[config.mk]
export PLATFORM = sky130hd
export DESIGN_NAME = periodic_job_slot_scheduler
export DESIGN_NICKNAME = d
export VERILOG_FILES = /design/src/pjs_pkg.sv /design/src/pjs_ram.sv /design/src/pjs_ctrl.sv /design/src/pjs_dp.sv /design/src/periodic_job_slot_scheduler.sv
export SDC_FILE = /design/constraint.sdc
export NUM_CORES = 2
export LEC_CHECK = 0
export ABC_AREA = 1
export BUFFER_PORTS_ARGS = -buffer_cell sky130_fd_sc_hd__buf_4
export CAP_MARGIN = 20
export CORE_MARGIN = 2
export CORE_UTILIZATION = 60
export DETAILED_ROUTE_END_ITERATION = 10
export PLACE_DENSITY = 0.76
export SLEW_MARGIN = 30
export SYNTH_ARGS = -nofsm -noshare
export SYNTH_HDL_FRONTEND = slang
export SYNTH_SLANG_ARGS = --single-unit
[constraint.sdc]
create_clock -name i_clk -period 7.7 [get_ports i_clk]
set_clock_uncertainty 0.1 [all_clocks]
set_input_delay 1.54 -clock i_clk [delete_from_list [all_inputs] [get_ports i_clk]]
set_output_delay 1.54 -clock i_clk [all_outputs]
set_load 0.03 [all_outputs]
[src/pjs_pkg.sv]
// Package for the periodic job slot scheduler.
// Holds the field widths, codes, controller states and control structs.
// No dependencies.
package pjs_pkg;

    localparam int SLOTS_DEF   = 16;
    localparam int MAX_RESULTS = 16;
    localparam int KIND_W      = 1;
    localparam int JOB_W       = 16;
    localparam int TIME_W      = 32;
    localparam int ELAPSED_W   = 16;
    localparam int SLOT_W      = 4;
    localparam int CNT_W       = $clog2(MAX_RESULTS + 1);
    localparam int ENTRY_W     = JOB_W + TIME_W + TIME_W;

    localparam logic [KIND_W-1:0] KIND_REG  = 1'b0;
    localparam logic [KIND_W-1:0] KIND_TICK = 1'b1;

    typedef enum logic [1:0] {
        S_IDLE,
        S_REG,
        S_SCAN,
        S_FLUSH
    } t_state;

    typedef struct packed {
        logic accept;
        logic scan_start;
        logic rd_en;
        logic step;
        logic reg_commit;
        logic flush;
    } t_cmd;

    typedef struct packed {
        logic fill_zero;
        logic scan_end;
        logic fire;
        logic can_report;
        logic pend_valid;
        logic out_free;
    } t_status;

endpackage

[src/pjs_ram.sv]
// Generic single-port-write, single-port-read RAM with registered read data.
// Depends on nothing.
module pjs_ram #(
    parameter int WIDTH = 8,
    parameter int DEPTH = 16
) (
    input  logic                                  i_clk,
    input  logic                                  i_we,
    input  logic [(DEPTH > 1 ? $clog2(DEPTH) : 1)-1:0] i_waddr,
    input  logic [WIDTH-1:0]                      i_wdata,
    input  logic                                  i_re,
    input  logic [(DEPTH > 1 ? $clog2(DEPTH) : 1)-1:0] i_raddr,
    output logic [WIDTH-1:0]                      o_rdata
);

    logic [WIDTH-1:0] r_mem [DEPTH];
    logic [WIDTH-1:0] r_rdata;

    always_ff @(posedge i_clk) begin
        if (i_we) begin
            r_mem[i_waddr] <= i_wdata;
        end
        if (i_re) begin
            r_rdata <= r_mem[i_raddr];
        end
    end

    assign o_rdata = r_rdata;

endmodule

[src/pjs_ctrl.sv]
// Controller state machine for the periodic job slot scheduler.
// Depends on pjs_pkg; drives commands to pjs_dp from its status.
module pjs_ctrl (
    input  logic                        i_clk,
    input  logic                        i_rst_n,
    input  logic                        i_in_valid,
    input  logic [pjs_pkg::KIND_W-1:0]  i_kind,
    input  pjs_pkg::t_status            i_status,
    output logic                        o_in_ready,
    output pjs_pkg::t_cmd               o_cmd
);

    pjs_pkg::t_state r_state;
    pjs_pkg::t_state n_state;
    logic            stall;

    always_ff @(posedge i_clk) begin
        if (!i_rst_n) begin
            r_state <= pjs_pkg::S_IDLE;
        end else begin
            r_state <= n_state;
        end
    end

    always_comb begin
        n_state    = r_state;
        o_in_ready = 1'b0;
        o_cmd      = '0;
        stall      = i_status.fire && i_status.can_report && i_status.pend_valid
                     && !i_status.out_free;
        unique case (r_state)
            pjs_pkg::S_IDLE: begin
                o_in_ready = 1'b1;
                if (i_in_valid) begin
                    o_cmd.accept = 1'b1;
                    if (i_kind == pjs_pkg::KIND_REG) begin
                        n_state = pjs_pkg::S_REG;
                    end else begin
                        o_cmd.scan_start = 1'b1;
                        o_cmd.rd_en      = 1'b1;
                        n_state = i_status.fill_zero ? pjs_pkg::S_IDLE : pjs_pkg::S_SCAN;
                    end
                end
            end
            pjs_pkg::S_REG: begin
                if (i_status.out_free) begin
                    o_cmd.reg_commit = 1'b1;
                    n_state = pjs_pkg::S_IDLE;
                end
            end
            pjs_pkg::S_SCAN: begin
                if (!stall) begin
                    o_cmd.step = 1'b1;
                    if (i_status.scan_end) begin
                        n_state = pjs_pkg::S_FLUSH;
                    end else begin
                        o_cmd.rd_en = 1'b1;
                    end
                end
            end
            pjs_pkg::S_FLUSH: begin
                if (!i_status.pend_valid) begin
                    n_state = pjs_pkg::S_IDLE;
                end else if (i_status.out_free) begin
                    o_cmd.flush = 1'b1;
                    n_state = pjs_pkg::S_IDLE;
                end
            end
            default: begin
                n_state = pjs_pkg::S_IDLE;
            end
        endcase
    end

endmodule

[src/pjs_dp.sv]
// Datapath for the periodic job slot scheduler: clock, fill count, slot RAM,
// scan index, pending fire and output register. Depends on pjs_pkg, pjs_ram.
module pjs_dp #(
    parameter int SLOTS = pjs_pkg::SLOTS_DEF
) (
    input  logic                           i_clk,
    input  logic                           i_rst_n,
    input  pjs_pkg::t_cmd                  i_cmd,
    input  logic [pjs_pkg::KIND_W-1:0]     i_kind,
    input  logic [pjs_pkg::JOB_W-1:0]      i_job_id,
    input  logic [pjs_pkg::TIME_W-1:0]     i_period,
    input  logic [pjs_pkg::ELAPSED_W-1:0]  i_elapsed,
    input  logic                           i_out_ready,
    output pjs_pkg::t_status               o_status,
    output logic                           o_out_valid,
    output logic [pjs_pkg::KIND_W-1:0]     o_reply_kind,
    output logic                           o_accepted,
    output logic [pjs_pkg::SLOT_W-1:0]     o_slot,
    output logic [pjs_pkg::JOB_W-1:0]      o_fired_job,
    output logic                           o_last
);

    localparam int AW = (SLOTS > 1) ? $clog2(SLOTS) : 1;
    localparam int CW = $clog2(SLOTS + 1);
    localparam int JW = pjs_pkg::JOB_W;
    localparam int TW = pjs_pkg::TIME_W;

    logic [TW-1:0]                r_clock;
    logic [CW-1:0]                r_fill;
    logic [JW-1:0]                r_job;
    logic [TW-1:0]                r_period;
    logic [AW-1:0]                r_idx;
    logic [pjs_pkg::CNT_W-1:0]    r_cnt;
    logic                         r_pend_valid;
    logic [AW-1:0]                r_pend_slot;
    logic [JW-1:0]                r_pend_job;

    logic                         r_out_valid;
    logic [pjs_pkg::KIND_W-1:0]   r_out_kind;
    logic                         r_out_acc;
    logic [pjs_pkg::SLOT_W-1:0]   r_out_slot;
    logic [JW-1:0]                r_out_job;
    logic                         r_out_last;

    logic                         out_free;
    logic                         reg_ok;
    logic                         ram_we;
    logic [AW-1:0]                ram_waddr;
    logic [pjs_pkg::ENTRY_W-1:0]  ram_wdata;
    logic [AW-1:0]                ram_raddr;
    logic [pjs_pkg::ENTRY_W-1:0]  ram_rdata;
    logic [JW-1:0]                rd_job;
    logic [TW-1:0]                rd_period;
    logic [TW-1:0]                rd_due;
    logic                         fire;
    logic                         can_report;
    logic                         report;

    assign out_free   = !r_out_valid || i_out_ready;
    assign reg_ok     = (r_job != '0) && (r_period != '0) && (r_fill < CW'(SLOTS));
    assign {rd_job, rd_period, rd_due} = ram_rdata;
    assign fire       = (r_clock >= rd_due);
    assign can_report = (r_cnt < pjs_pkg::CNT_W'(pjs_pkg::MAX_RESULTS));
    assign report     = i_cmd.step && fire && can_report;

    always_comb begin
        ram_we    = 1'b0;
        ram_waddr = r_idx;
        ram_wdata = {rd_job, rd_period, rd_due + rd_period};
        if (i_cmd.reg_commit) begin
            ram_we    = reg_ok;
            ram_waddr = r_fill[AW-1:0];
            ram_wdata = {r_job, r_period, r_clock + r_period};
        end else if (i_cmd.step) begin
            ram_we = fire;
        end
    end

    assign ram_raddr = i_cmd.scan_start ? '0 : r_idx + AW'(1);

    pjs_ram #(
        .WIDTH (pjs_pkg::ENTRY_W),
        .DEPTH (SLOTS)
    ) u_ram (
        .i_clk   (i_clk),
        .i_we    (ram_we),
        .i_waddr (ram_waddr),
        .i_wdata (ram_wdata),
        .i_re    (i_cmd.rd_en),
        .i_raddr (ram_raddr),
        .o_rdata (ram_rdata)
    );

    always_ff @(posedge i_clk) begin
        if (!i_rst_n) begin
            r_clock      <= '0;
            r_fill       <= '0;
            r_pend_valid <= 1'b0;
            r_out_valid  <= 1'b0;
            r_idx        <= '0;
            r_cnt        <= '0;
        end else begin
            if (i_cmd.accept && i_kind == pjs_pkg::KIND_TICK) begin
                r_clock <= r_clock + TW'(i_elapsed);
            end
            if (i_cmd.scan_start) begin
                r_idx        <= '0;
                r_cnt        <= '0;
                r_pend_valid <= 1'b0;
            end
            if (i_cmd.reg_commit && reg_ok) begin
                r_fill <= r_fill + CW'(1);
            end
            if (i_cmd.step) begin
                r_idx <= r_idx + AW'(1);
            end
            if (report) begin
                r_cnt        <= r_cnt + pjs_pkg::CNT_W'(1);
                r_pend_valid <= 1'b1;
            end
            if (i_cmd.flush) begin
                r_pend_valid <= 1'b0;
            end
            if (i_cmd.reg_commit || i_cmd.flush || (report && r_pend_valid)) begin
                r_out_valid <= 1'b1;
            end else if (i_out_ready) begin
                r_out_valid <= 1'b0;
            end
        end
    end

    always_ff @(posedge i_clk) begin
        if (i_cmd.accept) begin
            r_job    <= i_job_id;
            r_period <= i_period;
        end
        if (report) begin
            r_pend_slot <= r_idx;
            r_pend_job  <= rd_job;
        end
        if (i_cmd.reg_commit) begin
            r_out_kind <= pjs_pkg::KIND_REG;
            r_out_acc  <= reg_ok;
            r_out_slot <= reg_ok ? pjs_pkg::SLOT_W'(r_fill) : '0;
            r_out_job  <= reg_ok ? r_job : '0;
            r_out_last <= 1'b1;
        end else if (i_cmd.flush || (report && r_pend_valid)) begin
            r_out_kind <= pjs_pkg::KIND_TICK;
            r_out_acc  <= 1'b1;
            r_out_slot <= pjs_pkg::SLOT_W'(r_pend_slot);
            r_out_job  <= r_pend_job;
            r_out_last <= i_cmd.flush;
        end
    end

    always_comb begin
        o_status.fill_zero  = (r_fill == '0);
        o_status.scan_end   = (CW'(r_idx) == r_fill - CW'(1));
        o_status.fire       = fire;
        o_status.can_report = can_report;
        o_status.pend_valid = r_pend_valid;
        o_status.out_free   = out_free;
    end

    assign o_out_valid  = r_out_valid;
    assign o_reply_kind = r_out_kind;
    assign o_accepted   = r_out_acc;
    assign o_slot       = r_out_slot;
    assign o_fired_job  = r_out_job;
    assign o_last       = r_out_last;

endmodule

[src/periodic_job_slot_scheduler.sv]
// Periodic job slot scheduler, top level: controller plus datapath.
// Depends on pjs_pkg, pjs_ctrl, pjs_dp (which holds pjs_ram).
// One item is in work at a time. A register item passes S_REG, which waits
// for a free output register, and gives one reply. A tick item updates the
// clock and starts the slot RAM read, then scans the registered slots (the
// single RAM read port scans one slot a cycle while the scan is not stalled),
// then hands out the last pending fire event, if any; results wait in an
// output register, and a stalled output holds the scan. Slots fill lowest
// first and are never freed, so no clearing pass runs after reset.
module periodic_job_slot_scheduler #(
    parameter int SLOTS = pjs_pkg::SLOTS_DEF
) (
    input  logic                           i_clk,
    input  logic                           i_rst_n,
    input  logic                           i_in_valid,
    output logic                           o_in_ready,
    input  logic [pjs_pkg::KIND_W-1:0]     i_kind,
    input  logic [pjs_pkg::JOB_W-1:0]      i_job_id,
    input  logic [pjs_pkg::TIME_W-1:0]     i_period,
    input  logic [pjs_pkg::ELAPSED_W-1:0]  i_elapsed,
    output logic                           o_out_valid,
    input  logic                           i_out_ready,
    output logic [pjs_pkg::KIND_W-1:0]     o_reply_kind,
    output logic                           o_accepted,
    output logic [pjs_pkg::SLOT_W-1:0]     o_slot,
    output logic [pjs_pkg::JOB_W-1:0]      o_fired_job,
    output logic                           o_last
);

    pjs_pkg::t_cmd    cmd;
    pjs_pkg::t_status status;

    pjs_ctrl u_ctrl (
        .i_clk      (i_clk),
        .i_rst_n    (i_rst_n),
        .i_in_valid (i_in_valid),
        .i_kind     (i_kind),
        .i_status   (status),
        .o_in_ready (o_in_ready),
        .o_cmd      (cmd)
    );

    pjs_dp #(
        .SLOTS (SLOTS)
    ) u_dp (
        .i_clk        (i_clk),
        .i_rst_n      (i_rst_n),
        .i_cmd        (cmd),
        .i_kind       (i_kind),
        .i_job_id     (i_job_id),
        .i_period     (i_period),
        .i_elapsed    (i_elapsed),
        .i_out_ready  (i_out_ready),
        .o_status     (status),
        .o_out_valid  (o_out_valid),
        .o_reply_kind (o_reply_kind),
        .o_accepted   (o_accepted),
        .o_slot       (o_slot),
        .o_fired_job  (o_fired_job),
        .o_last       (o_last)
    );

endmodule
==> impl_metrics.json <==
{
  "status": "completed",
  "cts_tree": "yes",
  "ys.flop_type": "edfxtp_1",
  "root_buffer": "clkbuf_16",
  "post-dp-hpwl_um": 105100,
  "htreeDepth": 4,
  "tightestPinTransition_ns": 1.029,
  "viasPerCell": 6.281,
  "ant_nets": 0,
  "ctsHoldBuffers": 0,
  "p_clk_frac": 0.369,
  "async_flop_share": 0,
  "ctsLongestPathBuffers": 3,
  "final_nets": 5699,
  "yosysMostFrequentCell": "edfxtp_1",
  "leakagePower_nw": 25.07,
  "p_comb_frac": 0.118,
  "synth-edff-count": 1449,
  "synth-seq-cells": 1501,
  "slowest_stage": "nor2_4",
  "dr.pass1.iters": 8,
  "core-area_sq_um": 107100,
  "clock-sinks": 1501,
  "crit_path_cell_trace": "buf_4 > nor2_1 > nor2_1 > inv_1 > nor2_4 > nand3_1 > nand2_1 > nand3_1 > nor2_4 > buf_4",
  "min_path_type": "register to register",
  "slew_headroom": 0.3139,
  "synth_area_per_cell_sq_um": 11.87,
  "vias": 44190,
  "numPortBuffers": 93,
  "row_count": 120,
  "ir_drop_uv": 197.0,
  "postCtsResizedCells": 0,
  "synth_top_cell_by_area": "edfxtp_1",
  "cp.required_ns": 7.99,
  "power-per-cell-area_nw_per_um2": 263.2,
  "hold_viol": 0,
  "drv_slew": 0,
  "timing.hold.ws_ns": 0.3479,
  "antenna_found_initial": 2,
  "drive_gt1_frac": 0.09375,
  "initial_core_util": 0.6056,
  "period_share": 0.6675,
  "fin_setup_tns_ns": 0,
  "insertion_delay_ns": 0.77,
  "cp-end-kind": "register",
  "avgRoutedWirePerCell_um": 25.07,
  "crit_buf_inv": 3,
  "reg2regPathDepth": 15,
  "crit_path_start_kind": "input pin",
  "synth_top_area_share": 0.6711,
  "period_needed_ns": 5.140,
  "dieWidth_um": 332.7,
  "p_seq_frac": 0.513,
  "io_pins": 94,
  "max_freq_ghz": 0.1946,
  "netlist_area_sq_um": 64840,
  "synth.area.top_cells": "edfxtp_1, nand2_1, nor2_1, ha_1, o211ai_1",
  "clkTransAtPathRegs_ns": 0.06,
  "grt_pass1_vias": 42340,
  "r2r-end": "u_dp.u_ram.r_mem[0][57]",
  "areaGrowthSynthToFinish_pct": 10.75,
  "crit_path_start": "i_out_ready",
  "r2r-start": "u_dp.u_ram.o_rdata[6]",
  "gp_congestion": 0.9799,
  "finalSetupViolCount": 0,
  "cp_max_fo": 38,
  "endpoint": "u_dp.u_ram.r_mem[0][57]",
  "r2r_slack_ns": 2.89,
  "grt-ovfl-total": 0,
  "grt_max_degree": 189,
  "synth_cell_types": 51,
  "ys_warn_count": 0,
  "switching_share": 0.2578,
  "drt-initial-drc-count": 6051,
  "crit_arrival_ns": 5.43,
  "yosysSeqAreaShare": 0.6872,
  "crit_family": "simple AND/OR/NAND/NOR gates",
  "p_int_mw": 14.03,
  "worstSetupPathDepth": 10,
  "drt-total-wl_um": 176400,
  "grt_usage": 0.3170,
  "synth_commonest_cells": "edfxtp_1, nand2_1, nor2_1",
  "worstHoldPathCells": 2,
  "drc": 0,
  "rsz0062_at_grt": "false",
  "cts_setup_buffers": 0,
  "dieHeight_um": 332.7,
  "dieArea_sq_um": 110700,
  "switchingPower_mw": 4.872,
  "maxCapViolations": 0,
  "netlist_instances": 5463,
  "grt_pass1_wl_um": 262300,
  "synth_nets": 5650,
  "cts_buffers": 149,
  "crit_path_max_incr_delay_ns": 0.83,
  "path_class": "input pin to register"
}
-- worst reg2reg max path, stage by stage, from the launching register on --
cell	delay [ns]
edfxtp_1	0.52
inv_1	0.09
ha_1	0.28
nand2_1	0.06
nor2_1	0.28
nand2_1	0.10
nand2_1	0.08
nand2_1	0.05
nand2_1	0.11
nand2_1	0.06
nand3_1	0.16
nand3_1	0.32
nand2_1	0.26
nand3_1	0.37
nor2_4	0.83
buf_4	0.69
-- sequential cells by signal, summed over array words and instances (netlist names) --
register,flops
u_dp.r_pend_job,16
u_ctrl.r_state,2
u_dp.r_fill,5
u_dp.r_cnt,5
u_dp.o_reply_kind,1
u_dp.r_job,16
u_dp.o_slot,4
u_dp.r_period,32
u_dp.o_fired_job,16
u_dp.o_out_valid,1
u_dp.o_accepted,1
u_dp.r_clock,32
u_dp.u_ram.r_mem,1280
u_dp.u_ram.o_rdata,80
u_dp.r_pend_slot,4
u_dp.r_idx,4
u_dp.o_last,1
u_dp.r_pend_valid,1
-- worst min path at each step --
stage / startpoint / end
floorplan: u_dp.u_ram.o_rdata[64] / u_dp.r_pend_job[0]
global placement: u_dp.o_last / u_dp.o_last
detailed placement: u_dp.o_last / u_dp.o_last
CTS: u_dp.o_last / u_dp.o_last
global route: u_dp.o_last / u_dp.o_last
finish: u_dp.o_last / u_dp.o_last
-- power groups by stage --
stage | clock [mW] | combinational (mW) | sequential [mW]
floorplan | 0 | 1.38 | 9.79
global placement | 0 | 2.11 | 9.86
detailed placement | 0 | 2.17 | 9.86
CTS | 7.01 | 2.18 | 9.69
global route | 7.32 | 2.42 | 9.70
finish | 6.97 | 2.23 | 9.70
-- layer usage --
metal | vias up | global-route usage | wire (um)
met2 | 2590 | 0.4911 | 81140
met3 | 384 | 0.07020 | 20190
met4 | 2 | 0.1421 | 7733
met5 | - | 0 | 13
li1 | 19880 | - | -
met1 | 21330 | 0.4338 | 67280
-- through the flow --
| step | total power, mW | setup WS, ns | util | cells | instance area, sq um |
|---|---|---|---|---|---|
| global route | 19.44 | 2.422 | 0.6707 | 7036 | 71800 |
| finish | 18.90 | 2.560 | 0.6707 | 7036 | 71800 |
| CTS | 18.88 | 2.737 | 0.6700 | 7032 | 71720 |
| global placement | 11.97 | 1.927 | 0.6263 | 6760 | 67050 |
| floorplan | 11.18 | 1.132 | - | 5463 | 64840 |
| detailed placement | 12.03 | 1.924 | 0.6267 | 6761 | 67090 |
-- cells in the final DEF, fill, tap and decap left out, types with 165 or more instances in the layout --
cell	synthesis	routed
inv_1	206	205
o211ai_1	165	165
o21ai_0	207	203
a21oi_1	175	175
nor3_1	176	176
buf_4	2	165
edfxtp_1	1449	1449
nand2_1	886	884
nor2_1	804	785
-- area by class of cell --
class / count / area [sq um]
diodes: 1 / 2.502
clock buffers: 184 / 3902
clock inverters: 87 / 732.0
fillers: 7439 / 35250
inverters: 212 / 805.8
multi-input cells: 3457 / 18280
flip-flops and latches: 1501 / 44550
well taps: 1403 / 1755
repair buffers: 191 / 1774
-- kinds of logic after synthesis --
kind of cell | after synthesis | share of synthesized area
XOR/XNOR | 44 | 0.005944
AND/OR/NAND/NOR | 2173 | 0.1406
multiplexers | 1 | 0.0001544
flip-flops | 1501 | 0.6872
AO/OA/AOI/OAI | 1121 | 0.1092
buffers and inverters | 505 | 0.03375
adder cells (fa/ha/maj) | 118 | 0.02312
(Power assumes the default switching activity.)
